<file path="config.mk">
export PLATFORM = sky130hd
export DESIGN_NAME = lsee_front_flat
export DESIGN_NICKNAME = d
export VERILOG_FILES = /design/src/sv/lsee_pkg.sv /design/src/sv/lsee_if.sv /design/src/sv/lsee_front.sv /design/src/flat_wrapper.sv
export SDC_FILE = /design/constraint.sdc
export NUM_CORES = 1
export LEC_CHECK = 0
export BUFFER_PORTS_ARGS = -buffer_cell sky130_fd_sc_hd__buf_2
export CAP_MARGIN = 20
export CORE_MARGIN = 2
export CORE_UTILIZATION = 58
export CTS_BUF_LIST = sky130_fd_sc_hd__clkbuf_8
export DETAILED_ROUTE_END_ITERATION = 10
export GPL_TIMING_DRIVEN = 1
export HOLD_SLACK_MARGIN = 0.12
export PLACE_DENSITY_LB_ADDON = 0.25
export SYNTH_ARGS = -nofsm -noshare
export SYNTH_HDL_FRONTEND = slang
export SYNTH_SLANG_ARGS = --single-unit
</file>
<file path="constraint.sdc">
create_clock -name clk -period 4.6 [get_ports clk]
set_input_delay 0.46 -clock clk [delete_from_list [all_inputs] [get_ports clk]]
set_output_delay 0.46 -clock clk [all_outputs]
set_load 0.01 [all_outputs]
</file>
<file path="src/sv/lsee_pkg.sv">
// lsee_pkg: shared constants and types of the log-structured eeprom emulation core
// no dependencies
package lsee_pkg;

  localparam int PAGE_WORDS = 1024;
  localparam int PAGE_AW    = $clog2(PAGE_WORDS);
  localparam int MEM_AW     = PAGE_AW + 1;
  localparam int TAIL_W     = PAGE_AW + 1;
  localparam int CELL_COUNT = 3072;
  localparam int MAP_SPAN   = (CELL_COUNT + 3) / 4;
  localparam int MAPW_W     = 10;
  localparam int IDX_W      = 12;
  localparam int RB_W       = 12;
  localparam int ADDR_POS   = 20;
  localparam int BITMAP_POS = 8;

  localparam logic [7:0]  BYTE_ERASED = 8'hff;
  localparam logic [31:0] WORD_ERASED = 32'hffff_ffff;

  // command handed from the front to the back
  typedef struct packed {
    logic             is_write;
    logic             in_range;
    logic [IDX_W-1:0] idx;
    logic [7:0]       val;
  } cmd_t;

  // engine status watched at the top level
  typedef struct packed {
    logic [TAIL_W-1:0] tail;
    logic [MAPW_W-1:0] map_words;
  } stat_t;

endpackage

</file>
<file path="src/sv/lsee_if.sv">
// lsee_in_if / lsee_out_if: valid-ready channels of the core
// depends on nothing
interface lsee_in_if;
  logic        valid;
  logic        ready;
  logic        mode;
  logic [11:0] cell_index;
  logic [7:0]  write_byte;
  modport source (output valid, mode, cell_index, write_byte, input ready);
  modport sink   (input valid, mode, cell_index, write_byte, output ready);
endinterface


</file>
<file path="src/sv/lsee_front.sv">
// lsee_front: accepts items, classifies them and queues them for the engine
// depends on lsee_pkg, lsee_if
module lsee_front (
  input  logic               clk,
  input  logic               rst_n,
  lsee_in_if.sink            in_ch,
  output logic               cmd_valid,
  output lsee_pkg::cmd_t     cmd,
  input  logic               cmd_ready
);

  lsee_pkg::cmd_t q_r [2];
  logic           wr_ptr_r, wr_ptr_nxt;
  logic           rd_ptr_r, rd_ptr_nxt;
  logic [1:0]     cnt_r, cnt_nxt;
  logic           push, pop;
  lsee_pkg::cmd_t cls;

  // classify the incoming item
  always_comb begin
    cls.is_write = in_ch.mode;
    cls.in_range = (32'(in_ch.cell_index) < lsee_pkg::CELL_COUNT);
    cls.idx      = in_ch.cell_index;
    cls.val      = in_ch.write_byte;
  end

  assign in_ch.ready = (cnt_r != 2'd2);
  assign push        = in_ch.valid && in_ch.ready;
  assign cmd_valid   = (cnt_r != 2'd0);
  assign pop         = cmd_valid && cmd_ready;
  assign cmd         = q_r[rd_ptr_r];

  // queue pointers
  always_comb begin
    wr_ptr_nxt = wr_ptr_r ^ push;
    rd_ptr_nxt = rd_ptr_r ^ pop;
    cnt_nxt    = cnt_r + 2'(push) - 2'(pop);
  end

  always_ff @(posedge clk) begin
    if (!rst_n) begin
      wr_ptr_r <= 1'b0;
      rd_ptr_r <= 1'b0;
      cnt_r    <= 2'd0;
    end else begin
      wr_ptr_r <= wr_ptr_nxt;
      rd_ptr_r <= rd_ptr_nxt;
      cnt_r    <= cnt_nxt;
    end
  end

  // queue storage
  always_ff @(posedge clk) begin
    if (push) begin
      q_r[wr_ptr_r] <= cls;
    end
  end

endmodule

</file>
<file path="src/flat_wrapper.sv">
// flat-port wrapper written by rule: the top's interface ports become plain ports
module lsee_front_flat 
  (clk, rst_n, cmd_valid, cmd, cmd_ready, in_ch_valid, in_ch_mode, in_ch_cell_index, in_ch_write_byte, in_ch_ready);
  lsee_in_if in_ch_i ();
  input  logic clk;
  input  logic rst_n;
  output logic cmd_valid;
  output lsee_pkg::cmd_t cmd;
  input  logic cmd_ready;
  input wire logic [$bits(in_ch_i.valid)-1:0] in_ch_valid;
  input wire logic [$bits(in_ch_i.mode)-1:0] in_ch_mode;
  input wire logic [$bits(in_ch_i.cell_index)-1:0] in_ch_cell_index;
  input wire logic [$bits(in_ch_i.write_byte)-1:0] in_ch_write_byte;
  output wire logic [$bits(in_ch_i.ready)-1:0] in_ch_ready;
  assign in_ch_i.valid = in_ch_valid;
  assign in_ch_i.mode = in_ch_mode;
  assign in_ch_i.cell_index = in_ch_cell_index;
  assign in_ch_i.write_byte = in_ch_write_byte;
  assign in_ch_ready = in_ch_i.ready;
  lsee_front u_core (.clk(clk), .rst_n(rst_n), .in_ch(in_ch_i), .cmd_valid(cmd_valid), .cmd(cmd), .cmd_ready(cmd_ready));
endmodule
</file>
==> results of run 1 <==
## placed cells by master (no fill, tap or decap)
cell / Yosys / final
and2_1: 2 / 2
buf_2: 0 / 48
bufinv_16: 0 / 1
clkbuf_8: 0 / 5
clkinv_1: 0 / 1
dfxtp_1: 5 / 5
edfxtp_1: 44 / 44
ha_1: 4 / 4
inv_1: 3 / 4
mux2_2: 22 / 22
mux2i_1: 2 / 2
nand2_1: 2 / 2
nand2b_1: 1 / 1
nor2b_1: 1 / 1
nor2b_2: 1 / 1
o21a_1: 1 / 1
or2_2: 1 / 1
or2b_1: 1 / 1
xnor3_1: 1 / 1
## per-stage QoR
| step | area (µm²) | hold WS, ns | util | setup WS (ns) | std cells |
|---|---|---|---|---|---|
| after floorplan | 1850 | 0.452 | - | 2.92 | 93 |
| after detailed placement | 2130 | 0.472 | 0.698 | 2.59 | 183 |
| after global placement | 2130 | 0.461 | 0.698 | 2.61 | 183 |
| after global routing | 2240 | 0.341 | 0.733 | 2.17 | 191 |
| final | 2240 | 0.348 | 0.733 | 2.33 | 191 |
| after CTS | 2240 | 0.341 | 0.733 | 2.27 | 191 |
## worst register-to-register path: stages, from the launching register on
cell and delay (ns):
dfxtp_1 0.34, or2b_1 0.17, and2_1 0.18, ha_1 0.86
## cell families (layout without fill, tap and decap cells)
| group | after synthesis | in the layout | share of synthesized area |
|---|---|---|---|
| adder cells (fa/ha/maj) | 4 | 4 | 0.0270 |
| multiplexers | 24 | 24 | 0.145 |
| flip-flops | 49 | 49 | 0.768 |
| AO/OA/AOI/OAI | 1 | 1 | 0.00406 |
| AND/OR/NAND/NOR | 9 | 9 | 0.0298 |
| buffers and inverters | 5 | 59 | 0.0142 |
| XOR/XNOR | 1 | 1 | 0.0122 |
## cell usage after synthesis (all sizes together)
| master | number |
|---|---|
| inv | 3 |
| mux2i | 2 |
| xnor3 | 1 |
| ha | 4 |
| or2 | 1 |
| nor2b | 2 |
| edfxtp | 44 |
| buf | 2 |
| mux2 | 22 |
| o21a | 1 |
| or2b | 1 |
| dfxtp | 5 |
| nand2 | 2 |
| and2 | 2 |
| nand2b | 1 |
## routing by layer
layer  track usage  vias to the layer above  wire, µm
met1         0.171                      444      1130
met2         0.275                       31      1360
met4         0.102                        0        39
met5             0                        -         0
li1              -                      458         -
met3        0.0448                        4       127
## power breakdown
group / internal, mW / switching [mW]
clock network: 0.158 / 0.129
registers: 0.574 / 0.0432
logic: 0.159 / 0.139
## flip-flops by register name, indices dropped and copies added (netlist names), named ones only
| signal | cells |
|---|---|
| u_core.rd_ptr_r | 1 |
| u_core.q_r | 44 |
| u_core.wr_ptr_r | 1 |
| u_core.cnt_r | 2 |
## final cells by class
| type | instances | area [µm²] | area share |
|---|---|---|---|
| Tap cell | 44 | 55.1 | 0.0246 |
| Inverter | 3 | 11.3 | 0.00503 |
| Clock inverter | 3 | 37.5 | 0.0168 |
| Multi-Input combinational cell | 39 | 403 | 0.180 |
| Timing Repair Buffer | 48 | 240 | 0.107 |
| Sequential cell | 49 | 1420 | 0.635 |
| Clock buffer | 5 | 68.8 | 0.0308 |
## path summary, 6_finish.rpt
kind / depth (start not counted) / startpoint / to
worst max-delay path: 2 / register / cmd[15]
worst min-delay path: 1 / in_ch_cell_index[8] / u_core.q_r[0][16]$_DFFE_PP_
worst max register to register: 3 / u_core.cnt_r[1]$_SDFF_PN0_ / u_core.q_r[1][0]$_DFFE_PP_
worst min register to register: 2 / u_core.rd_ptr_r$_SDFF_PN0_ / register
==> summary.md, run 1 <==
| Metric | Value |
|---|---|
| Mapped cell area | `1850 µm²` |
| Cells after Synth | `93` |
| Largest net degree at the start of global routing | `23` |
| First-pass GRT wire length | `3960 µm` |
| Number of I/O port buffers | `48` |
| Worst path cell trace | `mux2_2 -> buf_2` |
| Total Neg Setup Slack | `0 ns` |
| Final hold vios | `0` |
| RSZ-0062 raised after global routing | `false` |
| Drt first pass iters | `4` |
| R2R Setup Slk | `2.67 ns` |
| CP Class | `register to primary output` |
| Longest Clk Path Bufs | `2` |
| Crit path max-delay family | `flip-flops` |
| Core area | `3050 µm²` |
| Die area | `3660 µm²` |
| Cell taking the most area after synthesis | `edfxtp_1` |
| # rows | `20` |
| Initial antenna violation count | `0` |
| Final min period | `2.27 ns` |
| Area grow syn2layout | `20.9%` |
| Maxcap violations | `0` |
| Worst Setup End Kind | `primary output` |
| TritonCTS clock tree | `built` |
| CTS buffer count | `5` |
| Power per cell area | `537 nW/µm²` |
| Power consumption | `1.20 mW` |
| Worst-path clk slew | `0.08 ns` |
| Max Clk Rate | `441 MHz` |
| Clk_lat worst skew | `0.29 ns` |
| Vias in the first global route | `921` |
| Post-route DRC | `0` |
| Mean Syn Cell Area | `19.9 µm²` |
| Slew Viols, Final | `0` |
| Post-CTS setup buffers | `0` |
| CTS root buf | `clkbuf_8` |
| Top Ports | `49` |
| Drt wl/cell | `13.9 µm` |
| VDD IR-drop max | `0.452 mV` |
| Post-DRT Antenna Nets | `0` |
| Startpoint Class | `register` |
| Yosys warning count | `0` |
| Sink Count | `49` |
| DP Wirelength | `1760 µm` |
| DRT iter0 DRCs | `13` |
| Period utilization | `0.493` |
| Gr usage total | `0.159` |
| Rel. slew slack | `0.308` |
| Die H | `60.5 µm` |
| Sequential fraction of the synthesis area | `0.768` |
| Die Wd | `60.5 µm` |
| Crit path buf inv count | `1` |
| Most area-consuming cells after synthesis | `edfxtp_1 (71%), mux2_2 (13%), dfxtp_1 (5.4%), ha_1 (2.7%), xnor3_1 (1.2%)` |
| Share of the synthesized area in the top cell type | `0.714` |
| Seq cells post-synth | `49` |
| Hold crit path type | `input pin to register` |
| Final wirelength | `2660 µm` |
| Initial Util | `0.606` |
| # diodes | `0` |
| LEAKAGE | `0.864 nW` |
| CP Data Required Time | `4.14 ns` |
| Post-CTS Resized | `0` |
| Crit path largest cell delay | `0.95 ns` |
| Filler cells | `212` |
| Crit path DAT | `1.81 ns` |
| Final setup fails | `0` |
| Fin Clk Skew | `0.00511 ns` |
| Vias/cell | `4.91` |
| Gpl congestion | `0.635` |
| Via count | `937` |
| Cts-stage hold buffer count | `0` |
| Syn Nets | `122` |
| H-tree depth | `2` |
| Slew @ Worst Pin | `1.04 ns` |
| Overflow after GRT | `0` |
| Max FO, Critical Path | `22` |
| Worst-path cell with the longest stage delay | `dfxtp_1` |
| NumNets Final | `175` |
| Status | `completed` |
| Post-synth cell types | `16` |
| Share of cells above drive strength 1 | `0.531` |
Power figures use the tool's default switching activity.
==> inputs of run 2 (changes only) <==
--- a/config.mk
+++ b/config.mk
@@ -8,7 +8,7 @@
 export BUFFER_PORTS_ARGS = -buffer_cell sky130_fd_sc_hd__buf_2
 export CAP_MARGIN = 20
 export CORE_MARGIN = 2
-export CORE_UTILIZATION = 58
+export CORE_UTILIZATION = 54
 export CTS_BUF_LIST = sky130_fd_sc_hd__clkbuf_8
 export DETAILED_ROUTE_END_ITERATION = 10
 export GPL_TIMING_DRIVEN = 1
==> constraint.sdc (replaced) <==
create_clock -name clk -period 2.35 [get_ports clk]
set_input_delay 0.235 -clock clk [delete_from_list [all_inputs] [get_ports clk]]
set_output_delay 0.235 -clock clk [all_outputs]
set_load 0.01 [all_outputs]
==> summary.md, run 2 (synthesized netlist as in run 1, its figures left out) <==
| Metric | Value |
|---|---|
| Status | `completed (unchanged)` |
| Share of cells above drive strength 1 | `0.500 (was 0.531)` |
| Max reg flops | `44 (unchanged)` |
| H-tree depth | `2 (unchanged)` |
| Slew Viols, Final | `0 (unchanged)` |
| R2R Setup Slk | `0.45 ns (was 2.67 ns)` |
| DRT iter0 DRCs | `33 (was 13)` |
| Reg2reg start | `u_core.cnt_r[1]$_SDFF_PN0_ (unchanged)` |
| Final min period | `1.90 ns` |
| CP Data Required Time | `2.28 ns (was 4.14 ns)` |
| Final wirelength | `2940 µm (was 2660 µm)` |
| Hold crit path type | `input pin to register (unchanged)` |
| Top Registers | `u_core.q_r x44, u_core.cnt_r x2 (unchanged)` |
| VDD IR-drop max | `0.590 mV (was 0.452 mV)` |
| RSZ-0062 raised after global routing | `false (unchanged)` |
| Final setup fails | `0 (unchanged)` |
| Crit path DAT | `1.83 ns (was 1.81 ns)` |
| Core area | `3310 µm² (was 3050 µm²)` |
| Largest net degree at the start of global routing | `23 (unchanged)` |
| Period utilization | `0.811` |
| Total Neg Setup Slack | `0 ns (unchanged)` |
| Worst path cell trace | `or2b_1 -> and2_1 -> ha_1 (was mux2_2 -> buf_2)` |
| Filler cells | `232 (was 212)` |
| Final hold vios | `0 (unchanged)` |
| Via count | `1004 (was 937)` |
| Commonest non-fill, non-tap cell in the layout | `buf_2 (unchanged)` |
| FF-to-FF End | `u_core.q_r[1][15]$_DFFE_PP_ (was u_core.q_r[1][0]$_DFFE_PP_)` |
| # diodes | `0 (unchanged)` |
| Number of I/O port buffers | `48 (unchanged)` |
| Critical Path Start | `u_core.cnt_r[1]$_SDFF_PN0_` |
| Longest Clk Path Bufs | `2 (unchanged)` |
| Clk_lat worst skew | `0.30 ns (was 0.29 ns)` |
| Startpoint Class | `register (unchanged)` |
| TritonCTS clock tree | `built (unchanged)` |
| Initial Util | `0.559 (was 0.606)` |
| Top Ports | `49 (unchanged)` |
| Post-route DRC | `0 (unchanged)` |
| # rows | `21 (was 20)` |
| Slew @ Worst Pin | `0.988 ns (was 1.04 ns)` |
| Post-DRT Antenna Nets | `0 (unchanged)` |
| Largest reg by FF count | `u_core.q_r (unchanged)` |
| Worst Setup End Kind | `register (was primary output)` |
| Cts-stage hold buffer count | `11 (was 0)` |
| Gpl congestion | `0.671 (was 0.635)` |
| CP Class | `register to register (was register to primary output)` |
| CTS buffer count | `5 (unchanged)` |
| Worst-path clk slew | `0.08 ns (about the same)` |
| Fin Clk Skew | `0.00253 ns (was 0.00511 ns)` |
| Vias/cell | `4.78 (was 4.91)` |
| Power per cell area | `1000 nW/µm² (was 537 nW/µm²)` |
| Worst Setup Slack, final | `0.445 ns (was 2.33 ns)` |
| Crit path largest cell delay | `0.83 ns (was 0.95 ns)` |
| LEAKAGE | `0.934 nW (was 0.864 nW)` |
| First-pass GRT wire length | `4590 µm (was 3960 µm)` |
| CP endpoint | `u_core.q_r[1][15]$_DFFE_PP_ (was cmd[15])` |
| Multi-input logic area | `403 µm² (unchanged)` |
| Register area | `1420 µm² (unchanged)` |
| WHS | `0.131 ns (was 0.348 ns)` |
| CTS root buf | `clkbuf_8 (unchanged)` |
| Drt wl/cell | `14.0 µm (was 13.9 µm)` |
| Die H | `62.5 µm (was 60.5 µm)` |
| Overflow after GRT | `0 (unchanged)` |
| Initial antenna violation count | `0 (unchanged)` |
| Vias in the first global route | `1018 (was 921)` |
| DP Wirelength | `2000 µm (was 1760 µm)` |
| Post-CTS Resized | `0 (unchanged)` |
| Max FO, Critical Path | `22 (unchanged)` |
| Drt first pass iters | `4 (unchanged)` |
| Worst-path cell with the longest stage delay | `ha_1 (was dfxtp_1)` |
| Area grow syn2layout | `30.4% (was 20.9%)` |
| Post-CTS setup buffers | `0 (unchanged)` |
| Max Clk Rate | `525 MHz` |
| Dpl ws | `0.422 ns (was 2.59 ns)` |
| Die area | `3910 µm² (was 3660 µm²)` |
| Rel. slew slack | `0.341 (was 0.308)` |
| NumNets Final | `192 (was 175)` |
| Most frequent cells in the layout | `buf_2 (48), edfxtp_1 (44), mux2_2 (22) (unchanged)` |
| Die Wd | `62.5 µm (was 60.5 µm)` |
| Worst R2R Path Depth | `3 (unchanged)` |
| Gr usage total | `0.162 (was 0.159)` |
| Maxcap violations | `0 (unchanged)` |
| Sink Count | `49 (unchanged)` |
## run 2: changes by cell type in the layout (fill, tap and decap cells not counted), sizes merged
| cell | change |
|---|---|
| buf | +2 |
| clkinvlp | +1 |
| dlygate4sd3 | +15 |
| inv | -1 |
## run 2: final cells by class
class,count,area share
Sequential cell,49,0.589
Timing Repair Buffer,65,0.168
Multi-Input combinational cell,39,0.167
Clock buffer,5,0.0285
Tap cell,46,0.0238
Clock inverter,3,0.0192
Inverter,3,0.00467
## run 2: power by group
group	switching (mW)	internal, mW	total (mW)
clock network	0.266	0.318	0.584
registers	0.0434	1.12	1.17
logic	0.325	0.342	0.668
total	0.634	1.78	2.42
## run 2: worst min-delay path by stage
stage	start	end	slack, ns	cells past startpoint
after CTS	in_ch_write_byte[1]	u_core.q_r[0][1]$_DFFE_PP_	0.12	1
after global placement	in_ch_write_byte[7]	u_core.q_r[0][7]$_DFFE_PP_	0.42	1
after global routing	in_ch_write_byte[2]	u_core.q_r[0][2]$_DFFE_PP_	0.13	1
after detailed placement	in_ch_write_byte[0]	u_core.q_r[0][0]$_DFFE_PP_	0.43	1
after floorplan	in_ch_write_byte[0]	u_core.q_r[0][0]$_DFFE_PP_	0.33	0
final	in_ch_write_byte[2]	u_core.q_r[0][2]$_DFFE_PP_	0.13	1
## run 2: metal layers
| layer | wire [µm] | global-route usage | vias to the layer above |
|---|---|---|---|
| met2 | 1540 | 0.270 | 32 |
| met1 | 1190 | 0.188 | 476 |
| li1 | - | - | 488 |
| met3 | 139 | 0.0613 | 8 |
| met5 | 0 | 0 | - |
| met4 | 63 | 0.0667 | 0 |
## run 2: metrics by stage
step	cells	instance area, µm²	total power, mW	util
after floorplan	93	1850	1.61	-
after global placement	187	2150	1.81	0.649
after detailed placement	187	2150	1.85	0.649
after CTS	206	2370	2.44	0.717
after global routing	210	2410	2.54	0.729
final	210	2410	2.42	0.729
## run 2: critical path, delay by kind of cell, from the launching register on
kind | cells | cell delay, ns
adders and majority gates | 1 | 0.83
DFF | 1 | 0.34
and+or+nand+nor | 2 | 0.36
